--- config.mk ---
export PLATFORM = sky130hd
export DESIGN_NAME = dcts_ram
export DESIGN_NICKNAME = d
export VERILOG_FILES = /design/src/rtl/dcts_ram.sv
export SDC_FILE = /design/constraint.sdc
export NUM_CORES = 1
export LEC_CHECK = 0
export BUFFER_PORTS_ARGS = -buffer_cell sky130_fd_sc_hd__buf_4
export CELL_PAD_IN_SITES_DETAIL_PLACEMENT = 0
export CELL_PAD_IN_SITES_GLOBAL_PLACEMENT = 1
export CORE_MARGIN = 1
export CORE_UTILIZATION = 25
export CTS_CLUSTER_SIZE = 30
export DETAILED_ROUTE_END_ITERATION = 8
export GPL_TIMING_DRIVEN = 0
export PLACE_DENSITY = 0.41
export SYNTH_ARGS = -nofsm -noshare
export SYNTH_HDL_FRONTEND = slang
export SYNTH_SLANG_ARGS = --single-unit
--- constraint.sdc ---
create_clock -name clk_i -period 1.9 [get_ports clk_i]
set_clock_uncertainty 0.2 [all_clocks]
set_input_delay 0.38 -clock clk_i [delete_from_list [all_inputs] [get_ports clk_i]]
set_output_delay 0.38 -clock clk_i [all_outputs]
set_load 0.02 [all_outputs]
--- src/rtl/dcts_ram.sv ---
// Generic single-write, single-read RAM with registered read data.
// Self-contained; no package needed.
module dcts_ram #(
  parameter int unsigned Width = 8,
  parameter int unsigned Depth = 16
) (
  input  logic                                     clk_i,
  input  logic                                     we_i,
  input  logic [((Depth > 1) ? $clog2(Depth) : 1)-1:0] waddr_i,
  input  logic [Width-1:0]                         wdata_i,
  input  logic [((Depth > 1) ? $clog2(Depth) : 1)-1:0] raddr_i,
  output logic [Width-1:0]                         rdata_o
);

  logic [Width-1:0] mem_q [Depth];
  logic [Width-1:0] rdata_q;

  always_ff @(posedge clk_i) begin
    if (we_i) begin
      mem_q[waddr_i] <= wdata_i;
    end
    rdata_q <= mem_q[raddr_i];
  end

  assign rdata_o = rdata_q;

endmodule

==> summary.md <==
| Metric | Value |
|---|---|
| Outcome | `complete, but fails checks` |
| Failing checks | `DRC` |
| Reg area | `between 4000 and 5000 um^2` |
| Synth-to-Final Area Change | `22.9%` |
| Pwr dens | `about 1100 nW/um^2` |
| Fill cell count | `1954` |
| Hpwl dp | `7180 um` |
| Netlist Area Pre-Place | `~5100 um^2` |
| Seq/Total Area, Yosys | `0.778` |
| Final GP Congestion | `0.625` |
| Hold violation count in the final report | `0` |
| Antenna violations before repair | `0` |
| Slew HR | `0.326` |
| Pwr Total | `around 7.1 mW` |
| Layout net count | `slightly below 300` |
| DRC violations left | `1` |
| Post-CTS Setup Inserts | `0` |
| Post-route minimum period | `around 1.8 ns` |
| Wirelength, routed | `11500 um` |
| DR pass1 iterations | `6` |
| Crit. End Element | `flop` |
| Final setup violation count | `0` |
| Sink of the worst hold path | `mem_q[12][5]` |
| Total Die Area | `about 21000 um^2` |
| Inserted Diodes | `0` |
| Peak supply drop | `0.000482 V` |
| Die H | `145 um` |
| Synth Register Bits | `136` |
| Overflow after GRT | `0` |
| FF-to-FF setup slack | `0.24 ns` |
| I/O pin cnt | `26` |
| First-pass GRT wire length | `16900 um` |
| Vias in the first global route | `2573` |
| Commonest non-fill, non-tap cell in the layout | `edfxtp_1` |
| Util after Layout | `0.313` |
| Non-Filler Instances | `557` |
| Die width | `145 um` |
| Slew Viols, Final | `0` |
| Reg-to-reg endpoint | `rdata_o[0]` |
| Vias per cell | `between 4 and 5` |
| FMAX | `0.563 GHz` |
| Most frequent cells in the layout | `edfxtp_1 (128), buf_4 (26), mux4_2 (18)` |
| Post-CTS resize count | `0` |
| Share of layout cells above drive strength 1 | `0.321` |
| Type of the tightest min-delay check | `in -> reg` |
| Clock latency on the worst-skew pair | `between 0.4 and 0.5 ns` |
| Yosys warns | `0` |
| DR vias | `about 2400` |
| I/O Buffers | `24` |
| Detail Route Antenna Nets | `0` |
| Worst-margin pin slew | `1.01 ns` |
| Area taken by multi-input logic gates | `1090 um^2` |
| Largest net degree at the start of global routing | `17` |
| Clk sinks | `136` |
| Reg2reg path depth | `3` |
| CTS tree | `yes` |
| Worst-path maximum fanout | `8` |
| DRT iter0 DRCs | `~190` |
| Syn_area_per_cell | `approximately 22 um^2` |
| Worst-path clk slew | `0.06 ns` |
| Core area | `20200 um^2` |
| Critical path data required time | `around 1.8 ns` |
| Kind of critical path | `in -> reg` |
| WL per Instance | `20.7 um` |
| Root Driver | `clkbuf_16` |
| Placed cell count | `525` |
| Final period utilization | `0.936` |
| Clk buf depth | `2` |
| Num CTS Buffers | `17` |
| RSZ-0062 raised after global routing | `no` |
| Startpoint types | `input pin` |
| CTS Hold Bufs | `0` |
| Syn_nets | `247` |
| Initial core utilization | `0.254` |
| CTS H-tree depth | `4` |
| Max-Cap Viols | `0` |
| Static leakage | `2.07 nW` |
| Row cnt | `between 50 and 60` |
| Arrival @ worst endpoint | `1.62 ns` |
| FF-to-FF Start | `mem_q[1][0]` |
| Tot GR Track Use | `0.118` |
| Netlist cell types | `19` |
| Post-Synthesis Cells | `229` |
| Hold_sp | `wdata_i[5]` |
| Hold Crit Depth | `1` |
## critical path, stage by stage
cell    delay [ns]
buf_4         0.12
or3b_2        0.56
nor2_2        0.56
## Yosys cell counts
library cell,instances,area (um^2)
nor2_1,13,48.8
and2_1,1,6.26
buf_2,3,15.0
nor3_1,4,20.0
mux4_1,14,368
nand2b_1,2,12.5
buf_4,1,7.51
a22oi_1,16,120
clkdlybuf4s25_2,3,30.0
and2b_1,1,7.51
buf_6,3,33.8
or3b_2,1,8.76
dfxtp_1,8,160
nor2b_1,1,6.26
edfxtp_1,128,3840
nand3_1,1,5.00
nand2_1,9,33.8
nand3b_1,2,15.0
mux4_2,18,405
## registers in the layout, summed over array words and instances, names as in the netlist
signal   cells
mem_q      128
rdata_o      8
## worst max-delay path by stage
stage | start | to | slack (ns)
2_1_floorplan | waddr_i[2] | mem_q[3][0] | 0.05
3_3_place_gp | waddr_i[2] | mem_q[8][3] | -0.75
3_5_place_dp | waddr_i[2] | mem_q[3][1] | -0.63
4_1_cts | waddr_i[2] | mem_q[3][1] | -0.18
5_1_grt | waddr_i[2] | mem_q[2][1] | 0.08
6_report | waddr_i[2] | mem_q[3][1] | 0.12
## cells by family after synthesis
family / count (synthesis) / synth area share
AO/OA/AOI/OAI: 16 / 0.0233
multiplexers: 32 / 0.150
AND/OR/NAND/NOR: 35 / 0.0318
buffers and inverters: 10 / 0.0168
flip-flops: 136 / 0.778
## cell type report
cell class | instances | area share
tap | 270 | 0.0534
buffer | 10 | 0.0136
timing repair buffer | 26 | 0.0314
clock inverter | 15 | 0.0291
sequential | 136 | 0.633
multi-input combinational | 83 | 0.172
clock buffer | 17 | 0.0672
## layer usage
layer | up-vias | wire length (um) | global-route usage
met3 | 13 | 360 | 0.0354
met5 | - | 0 | 0
li1 | 1060 | - | -
met4 | 0 | 224 | 0.0505
met2 | 60 | 5670 | 0.191
met1 | 1226 | 5260 | 0.148
## power by group
group          internal, mW  total, mW  switching, mW
Clock                  2.17       3.38           1.21
Sequential             3.35       3.37         0.0159
Combinational         0.155      0.368          0.212
Total                  5.68       7.12           1.44
## per-stage QoR
| step | setup TNS (ns) | hold WS, ns | setup slack [ns] | area (um^2) |
|---|---|---|---|---|
| 2_1_floorplan | 0 | 0.279 | 0.0539 | 5150 |
| 3_3_place_gp | -52.27 | 0.467 | -0.755 | 5670 |
| 3_5_place_dp | -37.08 | 0.475 | -0.630 | 5700 |
| 4_1_cts | -4.65 | 0.0585 | -0.184 | 6310 |
| 5_1_grt | 0 | 0.0599 | 0.0822 | 6330 |
| 6_report | 0 | 0.0720 | 0.122 | 6330 |
Power figures use the tool's default switching activity.
