### config.mk
export PLATFORM = sky130hd
export DESIGN_NAME = dcts_cone_unit
export DESIGN_NICKNAME = d
export VERILOG_FILES = /design/src/rtl/dcts_pkg.sv /design/src/rtl/dcts_cone_unit.sv
export SDC_FILE = /design/constraint.sdc
export NUM_CORES = 2
export LEC_CHECK = 0
export ABC_AREA = 0
export BUFFER_PORTS_ARGS = -buffer_cell sky130_fd_sc_hd__buf_2
export CAP_MARGIN = 30
export CORE_MARGIN = 4
export CORE_UTILIZATION = 45
export DETAILED_ROUTE_END_ITERATION = 8
export GPL_ROUTABILITY_DRIVEN = 1
export PLACE_DENSITY = 0.62
export SYNTH_ARGS = -nofsm -noshare
export SYNTH_HDL_FRONTEND = slang
export SYNTH_SLANG_ARGS = --single-unit
### constraint.sdc
create_clock -name clk_i -period 6.7 [get_ports clk_i]
set_input_delay 0.335 -clock clk_i [delete_from_list [all_inputs] [get_ports clk_i]]
set_output_delay 0.335 -clock clk_i [all_outputs]
set_load 0.03 [all_outputs]
### src/rtl/dcts_pkg.sv
// Package for the directional cone target selector.
// Holds widths, request and status codes and the channel payload types.
// No dependencies; every other file but dcts_ram uses it.
package dcts_pkg;

  localparam int unsigned MaxEntries = 128;
  localparam int unsigned IdxW       = (MaxEntries > 1) ? $clog2(MaxEntries) : 1;
  localparam int unsigned CntW       = $clog2(MaxEntries + 1);

  localparam int unsigned IdW       = 32;
  localparam int unsigned CoordXW   = 10;
  localparam int unsigned CoordYW   = 9;
  localparam int unsigned CenterW   = CoordXW + CoordYW;
  localparam int unsigned AxisW     = 16;
  localparam int unsigned DzW       = 15;
  localparam int unsigned StatusW   = 3;
  localparam int unsigned EntryCntW = 8;

  localparam int unsigned DeltaW = CoordXW + 1;
  localparam int unsigned ProdW  = DeltaW + AxisW;
  localparam int unsigned SumW   = ProdW + 1;
  localparam int unsigned SqW    = 2 * DeltaW;

  localparam logic [DzW-1:0] DeadZoneReset = DzW'(8000);

  localparam logic [1:0] ReqClear  = 2'd0;
  localparam logic [1:0] ReqAppend = 2'd1;
  localparam logic [1:0] ReqQuery  = 2'd2;

  localparam logic [StatusW-1:0] StAck      = 3'd0;
  localparam logic [StatusW-1:0] StFull     = 3'd1;
  localparam logic [StatusW-1:0] StCentered = 3'd2;
  localparam logic [StatusW-1:0] StLatched  = 3'd3;
  localparam logic [StatusW-1:0] StNone     = 3'd4;
  localparam logic [StatusW-1:0] StSelected = 3'd5;

  typedef struct packed {
    logic [1:0]              req_type;
    logic [IdW-1:0]          target_id;
    logic [CoordXW-1:0]      ctr_col;
    logic [CoordYW-1:0]      ctr_row;
    logic [CoordXW-1:0]      ptr_col;
    logic [CoordYW-1:0]      ptr_row;
    logic signed [AxisW-1:0] axis_x;
    logic signed [AxisW-1:0] axis_y;
    logic [IdW-1:0]          hovered_id;
  } req_t;

  typedef struct packed {
    logic [StatusW-1:0]   status;
    logic [IdW-1:0]       chosen_id;
    logic [EntryCntW-1:0] entry_count;
  } rsp_t;

  typedef struct packed {
    logic [CoordXW-1:0]      px;
    logic [CoordYW-1:0]      py;
    logic signed [AxisW-1:0] ax;
    logic signed [AxisW-1:0] ay;
    logic [IdW-1:0]          hov;
  } query_t;

  typedef struct packed {
    logic start;
    logic vld;
  } cone_ctl_t;

  typedef struct packed {
    logic           busy;
    logic           found;
    logic [IdW-1:0] id;
  } cone_res_t;

endpackage

### src/rtl/dcts_cone_unit.sv
// Per-entry cone test and nearest-target tracker, reused once per table entry.
// Stages: products, sums, best update. Depends on dcts_pkg.
module dcts_cone_unit (
  input  logic                        clk_i,
  input  logic                        rst_ni,
  input  dcts_pkg::cone_ctl_t         ctl_i,
  input  dcts_pkg::query_t            qry_i,
  input  logic [dcts_pkg::IdW-1:0]    ent_id_i,
  input  logic [dcts_pkg::CenterW-1:0] ent_ctr_i,
  output dcts_pkg::cone_res_t         res_o
);
  import dcts_pkg::*;

  logic signed [AxisW-1:0]  ax, ay;
  logic signed [DeltaW-1:0] dx, dy;

  logic                    s1_vld_q, s1_skip_q;
  logic [IdW-1:0]          s1_id_q;
  logic signed [ProdW-1:0] s1_dxax_q, s1_dyay_q, s1_dxay_q, s1_dyax_q;
  logic signed [SqW-1:0]   s1_sqx_q, s1_sqy_q;

  logic signed [SumW-1:0] dot, crs;
  logic [SumW-1:0]        crs_mag;
  logic [SqW-1:0]         sq_len;

  logic                   s2_vld_q, s2_skip_q;
  logic [IdW-1:0]         s2_id_q;
  logic signed [SumW-1:0] s2_dot_q;
  logic [SumW-1:0]        s2_crs_q;
  logic [SqW-1:0]         s2_dist_q;

  logic           take;
  logic           found_q;
  logic [SqW-1:0] best_q;
  logic [IdW-1:0] id_q;

  assign ax = qry_i.ax;
  assign ay = qry_i.ay;
  assign dx = $signed({1'b0, ent_ctr_i[CoordXW-1:0]}) - $signed({1'b0, qry_i.px});
  assign dy = $signed({2'b0, ent_ctr_i[CenterW-1:CoordXW]}) - $signed({2'b0, qry_i.py});

  always_ff @(posedge clk_i or negedge rst_ni) begin
    if (!rst_ni) begin
      s1_vld_q <= 1'b0;
      s2_vld_q <= 1'b0;
      found_q  <= 1'b0;
    end else begin
      s1_vld_q <= ctl_i.vld;
      s2_vld_q <= s1_vld_q;
      if (ctl_i.start) begin
        found_q <= 1'b0;
      end else if (take) begin
        found_q <= 1'b1;
      end
    end
  end

  always_ff @(posedge clk_i) begin
    s1_skip_q <= (ent_id_i == qry_i.hov);
    s1_id_q   <= ent_id_i;
    s1_dxax_q <= dx * ax;
    s1_dyay_q <= dy * ay;
    s1_dxay_q <= dx * ay;
    s1_dyax_q <= dy * ax;
    s1_sqx_q  <= dx * dx;
    s1_sqy_q  <= dy * dy;
  end

  assign dot     = SumW'(s1_dxax_q) + SumW'(s1_dyay_q);
  assign crs     = SumW'(s1_dxay_q) - SumW'(s1_dyax_q);
  assign crs_mag = crs[SumW-1] ? $unsigned(-crs) : $unsigned(crs);
  assign sq_len  = $unsigned(s1_sqx_q) + $unsigned(s1_sqy_q);

  always_ff @(posedge clk_i) begin
    s2_skip_q <= s1_skip_q;
    s2_id_q   <= s1_id_q;
    s2_dot_q  <= dot;
    s2_crs_q  <= crs_mag;
    s2_dist_q <= sq_len;
  end

  assign take = s2_vld_q && !s2_skip_q && (s2_dot_q > 0)
             && (s2_crs_q <= $unsigned(s2_dot_q))
             && (!found_q || (s2_dist_q < best_q));

  always_ff @(posedge clk_i) begin
    if (take) begin
      best_q <= s2_dist_q;
      id_q   <= s2_id_q;
    end
  end

  assign res_o.busy  = s1_vld_q | s2_vld_q;
  assign res_o.found = found_q;
  assign res_o.id    = id_q;

endmodule

==> impl_metrics.toml <==
[floorplan]
start_util_pct = 45.4
rows = 117
io_pins = 172
coreArea_um2 = 102000
fp.dieW_um = 329
die_area_um2 = 108000
fp.dieH_um = 329

[critical_path]
timing.rr.start = "s2_dot_q[1]"
cp-start-kind = "input port"
slowest_delay_ns = 0.55
path_buf_inv = 7
r2r-end = "id_q[15]"
slowest_stage = "fa_1"
crit_end = "s1_dxay_q[26]"
reg2reg_slack_ns = 2.59
cp.depth = 35
crit_required_ns = 7.21
path_max_fanout = 6
startpoint = "ent_ctr_i[0]"
critPathCaptureType = "flop"
worstPathArrival_ns = 7.17
critPathKind = "input port to flop"
r2r_cells = 13
cp_top_family = "adder cells"

[yosys]
yosys_register_bits = 347
synth_nets = 6392
synthFlopType = "dfxtp_1"
ys_async_sr_fraction_pct = 0.865
syn_area_um2 = 46300
synth_enable_flop_cells = 54
yosysSeqAreaShare_pct = 16.2
syn_inst = 4991
syn_avg_cell_area_um2 = 9.28
yosysWarnings = 0
synthDistinctLibCells = 78

[layout]
layout_commonest_cell = "inv_1"
instances_no_fill = 6931
layout_common_cells = "inv_1 (1,158), fa_1 (786), ha_1 (463), buf_4 (421), nand2_1 (392)"
syn2layout_area_growth_pct = 17.4
fillerInstances = 9442
layout-drive-gt1-share_pct = 14.7
final_nets = 6928

[drt]
num_vias = 34261
drcViolationCount = 0
dr.first_iter.drc_count = 2083
firstDrtPassIters = 6
antenna_left = 0
via_per_inst = 4.94
drt-total-wl_mm = 116
routedWlPerCell_um = 16.8

[sta]
finClkSkew_ns = 0.0440
drv_slew = 0
hold_viol_final = 0
finalSetupViolCount = 0
min_period_over_period_pct = 99.4
fin_crit_ns = 6.66
rsz0062_at_grt = "true"
fmax_mhz = 150
tightest_slew_ns = 0.882
slew_headroom_pct = 40.8
tns_ns = 0

[clock_network]
cts_tree = "done"
cts.sinks = 347
root_buffer = "clkbuf_16"
clock_path_buffers = 3
cts-buffers-inserted = 42
cts_max_level = 2
clkSlewWorstSetupHoldPaths_ns = 0.06
clock_latency_ns = 0.59

[status]
status = "finished clean"

[global_route]
grt_pass1_wl_mm = 189
grt_pass1_vias = 35308
grt_max_degree = 43
grt-ovfl-total = 0
grt.total_usage_pct = 22.1
antenna_found_initial = 5

[placed_design]
io_buffers = 171
dp_hpwl_mm = 95.9
gp_congestion = 0.901
place_inst = 6802

[min_path]
hp-class = "input port to async pin"

[job]
maxCapViolCount = 0
## final cells by class
type | count | area, µm² | area share (%)
inverter | 1169 | 4430 | 8.14
antenna | 2 | 5.00 | 0.00921
tap | 1368 | 1710 | 3.15
sequential | 347 | 7500 | 13.8
clock buffer | 53 | 1160 | 2.14
multi-input combinational | 3313 | 34400 | 63.3
timing repair buffer | 654 | 4880 | 8.99
clock inverter | 25 | 244 | 0.449
## kinds of logic after synthesis
| kind of cell | count (synthesis) | share of synthesized area [%] |
|---|---|---|
| AND/OR/NAND/NOR | 1282 | 13.7 |
| multiplexers | 5 | 0.111 |
| flip-flops | 347 | 16.2 |
| XOR/XNOR | 273 | 5.18 |
| buffers and inverters | 1331 | 10.8 |
| AO/OA/AOI/OAI | 490 | 7.00 |
| adder cells (fa/ha/maj) | 1263 | 46.9 |
## routing by layer
layer / share of wire (%) / vias to the layer above / routed length [µm] / track usage, %
met3: 6.0 / 155 / 6990 / 3.33
met2: 45 / 849 / 52700 / 35.0
met4: 3.4 / 6 / 3940 / 6.85
met1: 45 / 16930 / 52500 / 31.3
met5: 0.029 / - / 34 / 0
li1: - / 16321 / - / -
## synth_stat cells, types with 4 or more instances
master     instances  area share [%]
xnor2_1          188             3.6
nor3_1            46            0.50
nor3b_1            6           0.097
xor2_1            84             1.6
o41ai_1            6            0.11
a2111oi_0          6            0.11
nand2b_1          39            0.53
a21oi_1          137             1.5
mux2i_1            4           0.086
or2_2             14            0.19
and3_1            52            0.70
a211oi_1          15            0.24
nand3_1           45            0.49
o21ai_0           89            0.96
nor4_1            18            0.24
nand4_1           18            0.24
nor2_1           258             2.1
nand2_1          393             3.2
clkbuf_1         157             1.3
ha_1             473              13
a21boi_0          13            0.21
o211ai_1          11            0.18
nor2b_1           99             1.3
a311oi_1           4           0.076
o21a_1            27            0.44
a211o_1           10            0.19
a31oi_1           18            0.24
fa_1             790              34
or3_1              6           0.081
edfxtp_1          54             3.5
inv_1           1166             9.5
o31ai_1           14            0.23
and2_1           265             3.6
a21o_1            71             1.2
dfxtp_1          290              13
and4_1             5           0.095
o2111ai_1          4           0.076
o21bai_1          23            0.37
or4_1              5           0.081
## repair_timing
| action | in CTS | in global routing |
|---|---|---|
| endpoints found under the hold margin | 37 | 0 |
| pin swaps | 3 | 55 |
| gates cloned | 0 | 1 |
| endpoints found under the setup margin | 1 | 41 |
| gates resized for setup | 4 | 92 |
| hold buffers | 35 | 0 |
| buffers inserted | 2 | 11 |
## flip-flops by register name (all words and copies together), names as in the netlist
register   cells
s2_vld_q       1
best_q        22
s1_dyax_q     26
s1_dxay_q     27
found_q        1
s1_vld_q       1
s1_sqy_q      19
s1_skip_q      1
s2_id_q       32
s1_dyay_q     26
s2_skip_q      1
id_q          32
s2_crs_q      28
s1_id_q       32
s1_sqx_q      21
s2_dot_q      28
s1_dxax_q     27
s2_dist_q     22
## per-stage QoR
step | worst slack, ns | hold WS (ns) | util (%) | instance area [µm²]
final | 0.0389 | 0.0842 | 53.3 | 54300
after global routing | -0.277 | 0.0743 | 53.3 | 54300
after CTS | 0.00975 | 0.0381 | 52.9 | 53900
after detailed placement | -0.660 | 0.135 | 51.1 | 52100
after global placement | -0.561 | 0.131 | 51.1 | 52100
after floorplan | -0.306 | 0.0394 | - | 46600
## how the worst min path moves through the flow
stage	slack, ns	cells after the start	startpoint	to
3_5_place_dp	0.13	1	rst_ni	s1_vld_q
3_3_place_gp	0.13	1	rst_ni	s2_vld_q
4_1_cts	0.04	2	rst_ni	s1_vld_q
6_report	0.08	2	rst_ni	s1_vld_q
5_1_grt	0.07	2	rst_ni	found_q
2_1_floorplan	0.04	0	rst_ni	found_q
Power is left out: the tool's default activity adds up to more than one toggle a clock period on the data nets, which glitch-free logic cannot reach.
